===== config.mk =====
export PLATFORM = sky130hd
export DESIGN_NAME = mbet_cfg_regs
export DESIGN_NICKNAME = d
export VERILOG_FILES = /design/src/mbet_pkg.sv /design/src/mbet_cfg_regs.sv
export SDC_FILE = /design/constraint.sdc
export NUM_CORES = 1
export LEC_CHECK = 0
export BUFFER_PORTS_ARGS = -buffer_cell sky130_fd_sc_hd__buf_2
export CAP_MARGIN = 20
export CORE_ASPECT_RATIO = 0.7
export CORE_MARGIN = 1.5
export CORE_UTILIZATION = 25
export CTS_CLUSTER_DIAMETER = 80
export CTS_CLUSTER_SIZE = 20
export DETAILED_ROUTE_END_ITERATION = 7
export HOLD_SLACK_MARGIN = 0.08
export PLACE_DENSITY = 0.47
export SLEW_MARGIN = 20
export SYNTH_ARGS = -nofsm -noshare
export SYNTH_HDL_FRONTEND = slang
export SYNTH_SLANG_ARGS = --single-unit

===== constraint.sdc =====
create_clock -name i_clk -period 1.8 [get_ports i_clk]
set_clock_uncertainty 0.1 [all_clocks]
set_input_delay 0.45 -clock i_clk [delete_from_list [all_inputs] [get_ports i_clk]]
set_output_delay 0.45 -clock i_clk [all_outputs]
set_load 0.01 [all_outputs]

===== src/mbet_pkg.sv =====
`default_nettype none
package mbet_pkg;

    localparam int FRAC_BITS_DEF  = 24;
    localparam int COORD_BITS_DEF = 10;

    localparam int CFG_DATA_W = 32;
    localparam int CFG_ADDR_W = 3;
    localparam int ITER_W     = 8;
    localparam int CNT_W      = ITER_W + 1;

    // register indexes
    localparam logic [CFG_ADDR_W-1:0] CFG_CENTER_X       = 3'd0;
    localparam logic [CFG_ADDR_W-1:0] CFG_CENTER_Y       = 3'd1;
    localparam logic [CFG_ADDR_W-1:0] CFG_STEP_SCALE     = 3'd2;
    localparam logic [CFG_ADDR_W-1:0] CFG_ESCAPE_LIMIT   = 3'd3;
    localparam logic [CFG_ADDR_W-1:0] CFG_MAX_ITERATIONS = 3'd4;

    localparam logic [31:0]       RST_CENTER_X       = 32'd0;
    localparam logic [31:0]       RST_CENTER_Y       = 32'd0;
    localparam logic [30:0]       RST_STEP_SCALE     = 31'd66940;
    localparam logic [3:0]        RST_ESCAPE_LIMIT   = 4'd2;
    localparam logic [ITER_W-1:0] RST_MAX_ITERATIONS = 8'd255;

    typedef struct packed {
        logic [31:0]       center_x;
        logic [31:0]       center_y;
        logic [30:0]       step_scale;
        logic [3:0]        escape_limit;
        logic [ITER_W-1:0] max_iterations;
    } t_cfg;

    typedef enum logic [2:0] {
        S_IDLE,
        S_MAP_MUL,
        S_MAP_ADD,
        S_SQ_MUL,
        S_STEP,
        S_DONE
    } t_state;

    typedef struct packed {
        logic load_in;
        logic map_mul;
        logic map_add;
        logic sq_mul;
        logic step;
        logic load_out;
    } t_cmd;

    typedef struct packed {
        logic iter_done;
        logic out_free;
    } t_status;

endpackage
`default_nettype wire


===== src/mbet_cfg_regs.sv =====
`default_nettype none
module mbet_cfg_regs (
    input  wire logic                             i_clk,
    input  wire logic                             i_rst_n,
    input  wire logic                             i_cfg_wr_en,
    input  wire logic [mbet_pkg::CFG_ADDR_W-1:0]  i_cfg_addr,
    input  wire logic [mbet_pkg::CFG_DATA_W-1:0]  i_cfg_wdata,
    output mbet_pkg::t_cfg                        o_cfg
);

    mbet_pkg::t_cfg r_cfg;

    always_ff @(posedge i_clk) begin
        if (!i_rst_n) begin
            r_cfg.center_x       <= mbet_pkg::RST_CENTER_X;
            r_cfg.center_y       <= mbet_pkg::RST_CENTER_Y;
            r_cfg.step_scale     <= mbet_pkg::RST_STEP_SCALE;
            r_cfg.escape_limit   <= mbet_pkg::RST_ESCAPE_LIMIT;
            r_cfg.max_iterations <= mbet_pkg::RST_MAX_ITERATIONS;
        end else if (i_cfg_wr_en) begin
            unique case (i_cfg_addr)
                mbet_pkg::CFG_CENTER_X:       r_cfg.center_x <= i_cfg_wdata;
                mbet_pkg::CFG_CENTER_Y:       r_cfg.center_y <= i_cfg_wdata;
                mbet_pkg::CFG_STEP_SCALE:     r_cfg.step_scale <= i_cfg_wdata[30:0];
                mbet_pkg::CFG_ESCAPE_LIMIT:   r_cfg.escape_limit <= i_cfg_wdata[3:0];
                mbet_pkg::CFG_MAX_ITERATIONS: begin
                    r_cfg.max_iterations <= i_cfg_wdata[mbet_pkg::ITER_W-1:0];
                end
                default: begin
                    // unknown index: drop the write
                end
            endcase
        end
    end

    assign o_cfg = r_cfg;

endmodule
`default_nettype wire


==> flow_metrics.py, run 1 <==
metrics = {
    "drt": {
        "ant_nets": 0,
        "drt-wirelength-per-cell_um": 14.1,
        "drtIter0Drc": 86,
        "drc": 0,
        "drt-total-wl_um": 10700,
        "drt_pass1_iterations": 4,
        "num_vias": 3164,
        "vias_per_cell": 4.16,
    },
    "die": {
        "rows": 38,
        "die_area_um2": 17200,
        "start_util": 0.260,
        "core_um2": 15800,
        "dieHeight_um": 110,
        "die_w_um": 156,
        "ios": 145,
    },
    "sta": {
        "drv_slew": 0,
        "max_slew_margin": 0.747,
        "finalCriticalPeriod_ns": 1.40,
        "setup_tns_ns": 0,
        "rsz0062_at_grt": "no",
        "hold_viol": 0,
        "max_slew.worst_pin.slew_ns": 0.380,
        "max_freq_mhz": 714,
        "period_share": 0.778,
        "setup_viol": 0,
    },
    "power_and_ir_drop": {
        "comb_power_share": 0.077,
        "p_sw_mw": 1.18,
        "clkPwrFrac": 0.419,
        "p_per_area_nw_per_um2": 898,
        "p_leak_nw": 2.69,
        "vdd_drop_max_v": 0.000372,
        "p_sw_frac": 0.243,
        "p_int_mw": 3.67,
        "sequentialPowerShare": 0.504,
    },
    "logic_synthesis": {
        "synth_warnings": 0,
        "synth_area_um2": 4100,
        "muxShareOfSynthArea": 0.261,
        "ys_seq_area_frac": 0.522,
        "yosysUniqueCellTypes": 13,
        "synth_top_family_by_area": "multiplexers",
        "syn_nets": 438,
        "synthAdderAreaFrac": 0,
        "yosys.area_share.simple": 0.177,
        "synth_xor_area_frac": 0,
        "syn_inst": 400,
        "synth_seq_cells": 107,
        "synth_compound_area_frac": 0,
        "syn_area_per_cell_um2": 10.3,
    },
    "placement": {
        "place_area_um2": 5100,
        "port_buffers": 144,
        "dpl.hpwl_um": 7550,
        "gp_congestion": 0.723,
    },
    "cts": {
        "cts_max_level": 3,
        "ctsRootBufferMaster": "clkbuf_16",
        "cts_sinks": 107,
        "cts_made_buffers": 9,
        "clk_pin_slew_worst_paths_ns": 0.07,
        "cts_tree": "done",
        "cts_setup_buffers": 0,
        "cts.path.max_buffers": 2,
        "cts_resized": 0,
        "holdBufCountCts": 0,
        "clock_latency_ns": 0.34,
    },
    "critical_path": {
        "crit_chain": "buf_2",
        "worst_ep_required_time_ns": 1.25,
        "crit_buf_inv": 1,
        "start_kind": "flop",
        "path_max_fanout": 2,
        "slowest_delay_ns": 0.35,
        "worstSetupEndpointType": "output port",
        "path_class": "flop to output port",
        "worst-endpoint-arrival_ns": 0.85,
        "slowest_stage": "dfxtp_1",
        "cpLargestDelayFamily": "flip-flops",
    },
    "global_routing": {
        "grt_pass1_wl_um": 16500,
        "globalRouteMet3Util": 0.0539,
        "use_met1": 0.165,
        "grt.total_usage": 0.127,
        "use_met2": 0.193,
        "antenna_found_initial": 1,
        "grt_max_degree": 43,
        "overflow": 0,
        "grt-busiest-layer": "met2",
        "grt_pass1_vias": 3070,
    },
    "status": {
        "run_status": "finished clean",
    },
    "layout": {
        "drive_gt1_frac": 0.320,
        "areaGrowthSynthToFinish_pct": 31.6,
        "n_antenna_cell": 0,
        "final_cell_mix": "buf_2 (143), nand2_1 (122), mux2i_1 (107), dfxtp_1 (107), nor2b_1 (28)",
        "largest_reg_flops": 107,
        "design_area_um2": 5400,
        "nets": 573,
        "layout_commonest_cell": "buf_2",
    },
    "worst_hold_path": {
        "worstHoldPathType": "primary input to flop",
    },
    "run": {
        "drv_cap": 0,
    },
}
## cell usage after synthesis
cell         n  area share
buf_6        3      0.0082
clkbuf_1     8      0.0073
nand4b_1     1      0.0021
and4bb_1     1      0.0030
buf_2       13       0.016
nand4bb_1    3      0.0082
mux2i_1    107        0.26
buf_4        5      0.0091
and4bb_2     1      0.0030
dfxtp_1    107        0.52
nor4b_4      1      0.0058
nor2b_1     28       0.043
nand2_1    122        0.11
## cell families after synthesis
family	count (synthesis)
buffers and inverters	29
AND/OR/NAND/NOR	157
multiplexers	107
flip-flops	107
## area by class of cell
class | count | area [µm²]
clock inverters | 7 | 76.3
multi-input cells | 264 | 1820
clock buffers | 9 | 225
well taps | 220 | 275
fillers | 1667 | 10400
repair buffers | 153 | 866
flip-flops and latches | 107 | 2140
## path summary, 6_finish.rpt
check	from	end	slack, ns	cells past startpoint
max	o_cfg[12]	o_cfg[12]	0.40	1
min reg2reg	o_cfg[76]	o_cfg[76]	0.36	2
min	i_cfg_wdata[0]	o_cfg[0]	0.28	3
max reg2reg	o_cfg[20]	o_cfg[20]	1.07	2
## metal layers
metal,wire length (µm),up-vias
met5,16,-
met2,4450,88
li1,-,1588
met1,5390,1477
met3,814,9
met4,78,2
## power groups by stage
stage / logic [mW] / registers [mW] / clock network [mW]
2_1_floorplan: 0.186 / 2.52 / 0
3_3_place_gp: 0.375 / 2.50 / 0
3_5_place_dp: 0.381 / 2.50 / 0
4_1_cts: 0.382 / 2.44 / 2.11
5_1_grt: 0.411 / 2.45 / 2.19
6_report: 0.375 / 2.44 / 2.03
## per-stage QoR
stage	util	cells	worst slack, ns	power (mW)	hold WS (ns)
2_1_floorplan	-	400	0.362	2.71	0.379
4_1_cts	0.342	760	0.381	4.93	0.260
3_5_place_dp	0.323	744	0.113	2.88	0.349
6_report	0.342	760	0.400	4.85	0.276
5_1_grt	0.342	760	0.345	5.06	0.277
3_3_place_gp	0.323	744	0.168	2.87	0.341
Note: power is estimated with default switching activity, not from simulation.
==> run 2: changes to the inputs <==
- clock period: 1.8 -> 1.3 ns (I/O delays scaled with it)
==> run 2 against run 1 <==
Net effect: wire length is 1.5% higher; cell count is 0.79% higher; clock power grew 48%; via count up 1.7%; sequential power grew 39%; design area up 4.0%; core utilization is 1.4 points higher; die area did not move; worst setup slack worse by 0.36 ns; critical path depth unchanged.
==> flow_metrics.py, run 2 (synthesized netlist as in run 1, its figures left out) <==
metrics = {
    "status": {
        "run_status": "finished clean",
    },
    "critical_path": {
        "crit_buf_inv": 1,
        "worst_ep_required_time_ns": 0.88,
        "path_max_fanout": 2,
        "worst-endpoint-arrival_ns": 0.83,
        "slowest_delay_ns": 0.34,
        "crit_chain": "buf_2",
        "slowest_stage": "dfxtp_1",
        "r2r_slack_ns": 0.54,
        "path_class": "flop to output port",
        "cpLargestDelayFamily": "flip-flops",
        "worstSetupEndpointType": "output port",
        "start_kind": "flop",
    },
    "worst_hold_path": {
        "worstHoldPathType": "primary input to flop",
    },
    "drt": {
        "drtIter0Drc": 125,
        "drt_pass1_iterations": 4,
        "drc": 0,
        "vias_per_cell": 4.20,
        "drt-wirelength-per-cell_um": 14.2,
        "ant_nets": 0,
        "drt-total-wl_um": 10900,
        "num_vias": 3217,
    },
    "sta": {
        "drv_slew": 0,
        "period_share": 0.966,
        "max_slew.worst_pin.slew_ns": 0.267,
        "hold_viol": 0,
        "setup_tns_ns": 0,
        "setup_viol": 0,
        "max_freq_mhz": 796,
        "finalCriticalPeriod_ns": 1.26,
        "max_slew_margin": 0.822,
    },
    "layout": {
        "final_cell_mix": "buf_2 (131), nand2_1 (122), mux2i_1 (107)",
        "layout_commonest_cell": "buf_2",
        "drive_gt1_frac": 0.414,
        "nets": 579,
        "largest_reg_flops": 107,
        "n_antenna_cell": 0,
        "areaGrowthSynthToFinish_pct": 36.9,
    },
    "die": {
        "die_area_um2": 17200,
        "dieHeight_um": 110,
        "start_util": 0.260,
        "core_um2": 15800,
        "ios": 145,
        "die_w_um": 156,
        "rows": 38,
    },
    "power_and_ir_drop": {
        "power.total_mw": 6.95,
        "p_leak_nw": 2.76,
        "p_per_area_nw_per_um2": 1240,
        "vdd_drop_max_v": 0.000562,
    },
    "cts": {
        "cts.path.max_buffers": 2,
        "cts_max_level": 3,
        "clock_latency_ns": 0.36,
        "holdBufCountCts": 0,
        "ctsRootBufferMaster": "clkbuf_16",
        "cts_tree": "done",
        "cts_sinks": 107,
        "clk_pin_slew_worst_paths_ns": 0.07,
        "cts_made_buffers": 9,
        "cts_setup_buffers": 0,
    },
    "global_routing": {
        "overflow": 0,
        "grt.total_usage": 0.130,
        "antenna_found_initial": 0,
        "grt_max_degree": 60,
        "grt_pass1_vias": 3148,
        "grt_pass1_wl_um": 16800,
    },
    "placement": {
        "gp_congestion": 0.740,
        "dpl.hpwl_um": 7690,
        "port_buffers": 144,
    },
    "run": {
        "drv_cap": 0,
    },
}
run 2: power breakdown:
group / switching, mW / internal [mW]
logic: 0.301 / 0.249
registers: 0.0382 / 3.35
clock network: 1.30 / 1.70
total: 1.64 / 5.30
run 2: metal layers:
layer / wire, µm / part of all wire / vias up / GRT usage
met3: 805 / 0.074 / 8 / 0.0567
met4: 143 / 0.013 / 0 / 0.0469
met2: 4610 / 0.42 / 91 / 0.194
met5: 0 / 0 / - / 0
li1: - / - / 1596 / -
met1: 5340 / 0.49 / 1522 / 0.165
run 2: final cells by class:
type | count | area (µm²)
multi-input cells | 264 | 1820
flip-flops and latches | 107 | 2200
fillers | 1635 | 10200
clock inverters | 7 | 100
repair buffers | 159 | 1000
well taps | 220 | 275
clock buffers | 9 | 225
run 2: path summary, 6_finish.rpt:
path,startpoint,cells after the start,to
min,i_cfg_wdata[31],3,o_cfg[106]
min reg2reg,o_cfg[32],2,o_cfg[32]
max,o_cfg[5],1,o_cfg[5]
max reg2reg,o_cfg[18],2,o_cfg[18]
run 2: repair_timing:
| action | 4_1_cts | 5_1_grt |
|---|---|---|
| endpoints found under the setup margin | 4 | 48 |
| gates resized for setup | 4 | 55 |
| gates cloned | 0 | 0 |
run 2: per-stage QoR:
stage / std cells / instance area, µm² / hold slack [ns] / worst slack, ns / utilization
global route: 766 / 5620 / 0.142 / -0.00508 / 0.356
floorplan: 400 / 4100 / 0.379 / -0.0133 / -
detailed placement: 750 / 5180 / 0.346 / -0.225 / 0.328
CTS: 766 / 5510 / 0.123 / 0.00140 / 0.349
finish: 766 / 5620 / 0.134 / 0.0442 / 0.356
global placement: 750 / 5180 / 0.340 / -0.168 / 0.328
