===== config.mk =====
export PLATFORM = sky130hd
export DESIGN_NAME = mbet_ctrl
export DESIGN_NICKNAME = d
export VERILOG_FILES = /design/src/mbet_pkg.sv /design/src/mbet_ctrl.sv
export SDC_FILE = /design/constraint.sdc
export NUM_CORES = 1
export LEC_CHECK = 0
export ABC_CLOCK_PERIOD_IN_PS = 1200
export BUFFER_PORTS_ARGS = -buffer_cell sky130_fd_sc_hd__buf_2
export CORE_AREA = 10 10 47 49
export CTS_CLUSTER_DIAMETER = 40
export DETAILED_ROUTE_END_ITERATION = 10
export DIE_AREA = 0 0 57 59
export GPL_TIMING_DRIVEN = 1
export MAX_ROUTING_LAYER = met4
export PLACE_DENSITY_LB_ADDON = 0.25
export SETUP_SLACK_MARGIN = 0.5
export SLEW_MARGIN = 5
export SYNTH_ARGS = -nofsm -noshare
export SYNTH_HDL_FRONTEND = slang
export SYNTH_SLANG_ARGS = --single-unit

===== constraint.sdc =====
create_clock -name i_clk -period 1.2 [get_ports i_clk]
set_input_delay 0.24 -clock i_clk [delete_from_list [all_inputs] [get_ports i_clk]]
set_output_delay 0.24 -clock i_clk [all_outputs]
set_load 0.01 [all_outputs]

===== src/mbet_pkg.sv =====
`default_nettype none
package mbet_pkg;

    localparam int FRAC_BITS_DEF  = 24;
    localparam int COORD_BITS_DEF = 10;

    localparam int CFG_DATA_W = 32;
    localparam int CFG_ADDR_W = 3;
    localparam int ITER_W     = 8;
    localparam int CNT_W      = ITER_W + 1;

    // register indexes
    localparam logic [CFG_ADDR_W-1:0] CFG_CENTER_X       = 3'd0;
    localparam logic [CFG_ADDR_W-1:0] CFG_CENTER_Y       = 3'd1;
    localparam logic [CFG_ADDR_W-1:0] CFG_STEP_SCALE     = 3'd2;
    localparam logic [CFG_ADDR_W-1:0] CFG_ESCAPE_LIMIT   = 3'd3;
    localparam logic [CFG_ADDR_W-1:0] CFG_MAX_ITERATIONS = 3'd4;

    localparam logic [31:0]       RST_CENTER_X       = 32'd0;
    localparam logic [31:0]       RST_CENTER_Y       = 32'd0;
    localparam logic [30:0]       RST_STEP_SCALE     = 31'd66940;
    localparam logic [3:0]        RST_ESCAPE_LIMIT   = 4'd2;
    localparam logic [ITER_W-1:0] RST_MAX_ITERATIONS = 8'd255;

    typedef struct packed {
        logic [31:0]       center_x;
        logic [31:0]       center_y;
        logic [30:0]       step_scale;
        logic [3:0]        escape_limit;
        logic [ITER_W-1:0] max_iterations;
    } t_cfg;

    typedef enum logic [2:0] {
        S_IDLE,
        S_MAP_MUL,
        S_MAP_ADD,
        S_SQ_MUL,
        S_STEP,
        S_DONE
    } t_state;

    typedef struct packed {
        logic load_in;
        logic map_mul;
        logic map_add;
        logic sq_mul;
        logic step;
        logic load_out;
    } t_cmd;

    typedef struct packed {
        logic iter_done;
        logic out_free;
    } t_status;

endpackage
`default_nettype wire


===== src/mbet_ctrl.sv =====
`default_nettype none
module mbet_ctrl (
    input  wire logic        i_clk,
    input  wire logic        i_rst_n,
    input  wire logic        i_in_valid,
    output logic             o_in_ready,
    input  wire mbet_pkg::t_status i_status,
    output mbet_pkg::t_cmd   o_cmd
);

    mbet_pkg::t_state r_state;
    mbet_pkg::t_state n_state;

    always_ff @(posedge i_clk) begin
        if (!i_rst_n) begin
            r_state <= mbet_pkg::S_IDLE;
        end else begin
            r_state <= n_state;
        end
    end

    always_comb begin
        n_state = r_state;
        unique case (r_state)
            mbet_pkg::S_IDLE:    if (i_in_valid) n_state = mbet_pkg::S_MAP_MUL;
            mbet_pkg::S_MAP_MUL: n_state = mbet_pkg::S_MAP_ADD;
            mbet_pkg::S_MAP_ADD: n_state = mbet_pkg::S_SQ_MUL;
            mbet_pkg::S_SQ_MUL:  n_state = mbet_pkg::S_STEP;
            mbet_pkg::S_STEP: begin
                n_state = i_status.iter_done ? mbet_pkg::S_DONE : mbet_pkg::S_SQ_MUL;
            end
            mbet_pkg::S_DONE:    if (i_status.out_free) n_state = mbet_pkg::S_IDLE;
            default:             n_state = mbet_pkg::S_IDLE;
        endcase
    end

    always_comb begin
        o_in_ready       = (r_state == mbet_pkg::S_IDLE);
        o_cmd.load_in    = (r_state == mbet_pkg::S_IDLE) && i_in_valid;
        o_cmd.map_mul    = (r_state == mbet_pkg::S_MAP_MUL);
        o_cmd.map_add    = (r_state == mbet_pkg::S_MAP_ADD);
        o_cmd.sq_mul     = (r_state == mbet_pkg::S_SQ_MUL);
        o_cmd.step       = (r_state == mbet_pkg::S_STEP);
        o_cmd.load_out   = (r_state == mbet_pkg::S_DONE) && i_status.out_free;
    end

endmodule
`default_nettype wire


==> impl_metrics.yaml, run 1 <==
die:
  rows: 14
  dieWidth_um: 57
  pin_count: 12
  start_util_pct: 18.21
  core_area_um2: 1401
  die_h_um: 59
  die-area_um2: 3363
timing:
  final-max-slew-violation-count: 0
  slew_headroom_pct: 88.39
  max_freq_mhz: 796.8
  fin_ws_ns: -0.05501
  fin_crit_ns: 1.255
  period_share_pct: 104.6
  whs_ns: 0.3071
  tightest_slew_ns: 0.1731
  hold_violations: 0
  rsz0062_at_grt: "yes"
  setup_viol: 1
  fin_worst_skew_ns: 0.0009947
layout:
  diodes: 0
  layout_common_cells: "8 x buf_2, 7 x buf_6, 3 x clkbuf_4, 3 x dfxtp_4"
  final_nets: 52
  area_growth_syn_to_layout_pct: 79.41
  top_register: "r_state"
  final_core_util_pct: 32.68
  design_area_um2: 457.9
  largest_reg_flops: 3
  final_common_cell: "buf_2"
  drive_above_1_share_pct: 73.91
  top_regs: "r_state x3"
synthesis:
  synth_top_area_cell: "dfxtp_1"
  synth_top_cell_area_share_pct: 23.53
  seq_area_frac_synth_pct: 23.53
  netlist_instances: 28
  synthTopCellsByArea: "dfxtp_1 24%, buf_6 8.8%, o32ai_2 6.4%"
  syn_area_um2: 255.2
  synth-warning-count: 0
  ys_ff_latch: 3
  synth_area_per_cell_um2: 9.116
  syn_nets: 33
  yosys.cell_types.count: 17
global_route:
  grt_max_degree: 8
  grt_pass1_wl_um: 1104
  grt_pass1_vias: 261
  grt_usage_pct: 4.133
  grt_overflow_total: 0
  grt_antenna_before_repair: 0
critical_path:
  crit_type: "reg -> out"
  endpoint_kind: "output pin"
  worstPathMaxFanout: 7
  worst_ep_arrival_time_ns: 1.02
  startpoint_type: "register"
  worstPathRequired_ns: 0.96
drt:
  remaining_drc_errors: 0
  ant_nets: 0
  vias: 266
  wl_per_cell_um: 10.65
  vias_per_cell: 4.290
  initialDrtViolationCount: 7
  routed_wl_um: 660
  dr.pass1.iters: 4
place:
  placed_area_um2: 356.6
  io_buffers: 11
  gp_congestion: 0.6367
  dpl.hpwl_um: 524.5
cts:
  postCtsHoldBufs: 0
  cts_tree: "yes"
  h-tree-depth: 1
  cts_buffers: 3
  cts-root-buf: "clkbuf_4"
  clock_sinks: 3
  clock_latency_ns: 0.23
  clk_pin_slew_worst_paths_ns: 0.04
  cts.path.max_buffers: 2
status:
  violations: "negative setup slack"
  status: "finished, violations left"
pwr:
  p_leak_nw: 0.1935
  power_density_nw_per_um2: 1141
  irDropWorstVdd_uv: 357.6
  p_total_w: 0.0005227
worst_hold_path:
  hold_class: "in -> reg"
job:
  max-cap-violations: 0
cell usage after synthesis:
master and instances:
nor3b_1 2, o2111a_1 1, o21ba_1 1, nor2_1 4, nand2b_4 1, buf_6 2, buf_4 1, nand2_1 3
nor3_2 1, nand3b_1 1, nand2b_1 2, xnor2_1 1, and2_1 2, o31ai_2 1, nand4b_1 1, o32ai_2 1
dfxtp_1 3
report_power, final:
part	leakage [nW]	internal [W]	switching, W
combinational	0.152	0.000126	0.0000800
clock	0.0150	0.000124	0.0000495
sequential	0.0267	0.000114	0.0000283
total	0.194	0.000365	0.000158
per-stage QoR:
stage	worst slack, ns	TNS [ns]	cells
finish	-0.05501	-0.05501	62
global route	-0.1357	-0.3703	62
CTS	-0.06390	-0.07847	61
detailed placement	0.06366	0	55
global placement	0.06505	0	55
floorplan	0.1411	0	28
worst paths after layout:
check,startpoint,to,slack [ns],depth (start not counted)
max,r_state[1],o_cmd[5],-0.06,3
min,i_rst_n,r_state[0],0.31,2
max reg2reg,r_state[1],r_state[2],0.16,4
min reg2reg,r_state[0],r_state[0],0.66,2
critical path, stage by stage (launching register included):
cell,delay [ns]
dfxtp_4,0.36
nor3_4,0.18
and2_4,0.16
buf_6,0.09
repair_timing:
item                       4_1_cts  5_1_grt
pin swaps                        5        1
setup endpoints to repair       10       10
cloned                           0        0
setup buffers                    2        1
resized for setup               13        1
cell families (layout without fill, tap and decap cells):
kind of cell | Yosys count | in the layout | synth area share (%)
xor+xnor | 1 | 1 | 3.432
simple gates | 17 | 17 | 41.66
flops | 3 | 3 | 23.53
compound gates | 4 | 4 | 19.61
buf+inv | 3 | 21 | 11.77
layer usage:
layer  vias up  global-route usage (%)  routed length (µm)
li1        134                       -                   -
met1       124                   4.875                 306
met2         8                   5.271                 312
met3         0                   1.931                  42
met4         0                   3.020                   0
met5         -                       -                   0
area by class of cell:
| cell class | instances | area (µm²) |
|---|---|---|
| Multi-Input combinational cell | 22 | 206.4 |
| Tap cell | 16 | 20.02 |
| Fill cell | 158 | 943.4 |
| Clock buffer | 4 | 26.28 |
| Timing Repair Buffer | 17 | 133.9 |
| Sequential cell | 3 | 71.32 |
Power figures use the tool's default switching activity.
==> run 2: changes to the inputs <==
--- a/config.mk
+++ b/config.mk
@@ -5,6 +5,7 @@
 export SDC_FILE = /design/constraint.sdc
 export NUM_CORES = 1
 export LEC_CHECK = 0
+export ABC_AREA = 1
 export ABC_CLOCK_PERIOD_IN_PS = 1200
 export BUFFER_PORTS_ARGS = -buffer_cell sky130_fd_sc_hd__buf_2
 export CORE_AREA = 10 10 47 49
==> run 2 against run 1 <==
Net effect: register-to-register slack better by 0.09 ns; cell count up 9.7%; sequential cell count did not move; the flow still finishes with violations (negative setup slack).
==> impl_metrics.yaml, run 2 <==
cts:
  cts_buffers: 3
  cts.path.max_buffers: 2
  cts-root-buf: "clkbuf_4"
  clk_pin_slew_worst_paths_ns: 0.03
  clock_sinks: 3
  clock_latency_ns: 0.23
  h-tree-depth: 1
  cts_tree: "yes"
  postCtsHoldBufs: 0
drt:
  dr.pass1.iters: 3
  vias_per_cell: 3.750
  routed_wl_um: 618
  ant_nets: 0
  vias: 255
  wl_per_cell_um: 9.088
  remaining_drc_errors: 0
  initialDrtViolationCount: 2
layout:
  top_regs: "r_state x3"
  final_core_util_pct: 28.30
  fill_cells: 180
  top_register: "r_state"
  final_common_cell: "buf_2"
  regArea_um2: 71.32
  diodes: 0
  largest_reg_flops: 3
  area_growth_syn_to_layout_pct: 96.89
  layout_common_cells: "8 x buf_2, 6 x inv_1, 4 x inv_2, 4 x nor2_1"
  multiInputGateArea_um2: 147.6
  final_nets: 58
  drive_above_1_share_pct: 63.46
die:
  die_h_um: 59
  pin_count: 12
  start_util_pct: 14.37
  die-area_um2: 3363
  rows: 14
  core_area_um2: 1401
  dieWidth_um: 57
global_route:
  grt_usage_pct: 4.255
  grt_pass1_wl_um: 1083
  grt_antenna_before_repair: 0
  grt_max_degree: 8
  grt_pass1_vias: 276
  grt_overflow_total: 0
critical_path:
  crit_type: "reg -> out"
  worst-r2r-cell-count: 5
  reg2reg_from: "r_state[1]"
  worstPathMaxFanout: 6
  worst_ep_arrival_time_ns: 0.96
  r2r_slack_ns: 0.25
  startpoint: "r_state[1]"
  worst_r2r_endpoint: "r_state[0]"
  startpoint_type: "register"
  worstPathRequired_ns: 0.96
  crit_end: "o_cmd[0]"
  endpoint_kind: "output pin"
pwr:
  irDropWorstVdd_uv: 547.0
  p_leak_nw: 0.2110
  power_density_nw_per_um2: 1208
timing:
  fin_worst_skew_ns: 0.0001586
  hold_violations: 0
  tightest_slew_ns: 0.1705
  rsz0062_at_grt: "yes"
  fin_crit_ns: 1.204
  period_share_pct: 100.3
  slew_headroom_pct: 88.59
  setup_viol: 2
  max_freq_mhz: 830.5
  final-max-slew-violation-count: 0
  fin_ws_ns: -0.004108
  tns_ns: -0.007306
synthesis:
  synth_top_cell_area_share_pct: 29.81
  synth_commonest_cells: "10 x inv_1, 7 x nor2_1, 6 x nand3_1"
  synthTopCellsByArea: "dfxtp_1 30%, inv_1 19%, nand3_1 15%"
  synth_edf_count: 0
  postSynth.asyncResetShare_pct: 0
  ys_ff_latch: 3
  netlist_instances: 36
  ys.flop_type: "dfxtp_1"
  syn_nets: 41
  seq_area_frac_synth_pct: 29.81
  synth_area_per_cell_um2: 5.596
  yosysMostFrequentCell: "inv_1"
  yosys.cell_types.count: 9
  synth-warning-count: 0
  syn_area_um2: 201.4
  synth_top_area_cell: "dfxtp_1"
job:
  max-cap-violations: 0
place:
  gp_congestion: 0.6813
  io_buffers: 11
  dpl.hpwl_um: 506
status:
  violations: "negative setup slack"
  status: "finished, violations left"
worst_hold_path:
  hold_class: "in -> reg"
==> run 2: power breakdown <==
| part | internal (W) | switching, W |
|---|---|---|
| Combinational | 0.0000837 | 0.0000837 |
| Clock | 0.000124 | 0.0000482 |
| Sequential | 0.000112 | 0.0000273 |
==> run 2: worst min path at each step <==
stage	start	end	cells past startpoint
4_1_cts	i_rst_n	r_state[0]	3
3_5_place_dp	i_rst_n	r_state[0]	3
3_3_place_gp	i_rst_n	r_state[0]	3
2_1_floorplan	i_rst_n	r_state[1]	2
6_report	i_rst_n	r_state[0]	3
5_1_grt	i_rst_n	r_state[0]	3
==> run 2: through the flow <==
step / area (µm²) / total power (W) / setup slack, ns / instances / hold slack [ns]
floorplan: 237.7 / 0.0002220 / 0.2982 / 36 / 0.3812
global placement: 312.8 / 0.0002658 / 0.1945 / 63 / 0.4955
detailed placement: 312.8 / 0.0002671 / 0.1802 / 63 / 0.4983
CTS: 380.4 / 0.0004809 / -0.01971 / 68 / 0.2596
global route: 396.6 / 0.0005222 / -0.07225 / 68 / 0.2823
finish: 396.6 / 0.0004793 / -0.004108 / 68 / 0.2614
==> run 2: layer usage <==
layer  share of wire (%)  global-route usage, %
met1                  47                  4.368
met5                   0                      -
met4                   0                  2.013
met3                 7.4                  3.648
met2                  46                  5.581
==> run 2: cell type report <==
class | count | area share (%)
multi-input combinational | 21 | 37.22
timing repair buffer | 12 | 20.50
sequential | 3 | 17.98
inverter | 12 | 12.62
clock buffer | 4 | 6.625
tap | 16 | 5.047
==> run 2: cell families (layout without fill, tap and decap cells) <==
group                  after synthesis  count (layout)  share of synthesized area, %
AOI/OAI and AO/OA                    3               3                         7.451
buffers and inverters               12              28                         22.36
DFF                                  3               3                         29.81
and+or+nand+nor                     18              18                         40.37
==> run 2: timing repair <==
item                       in CTS  in global routing
setup buffers                   1                  0
setup endpoints to repair      10                 10
resized for setup               8                  3
gates cloned                    0                  0
pin swaps                       4                  1
==> run 2: critical path, cell delays in order (launching register included) <==
cell     delay [ns]
dfxtp_4        0.37
inv_2          0.09
nand3_2        0.08
nor2_2         0.07
buf_2          0.13
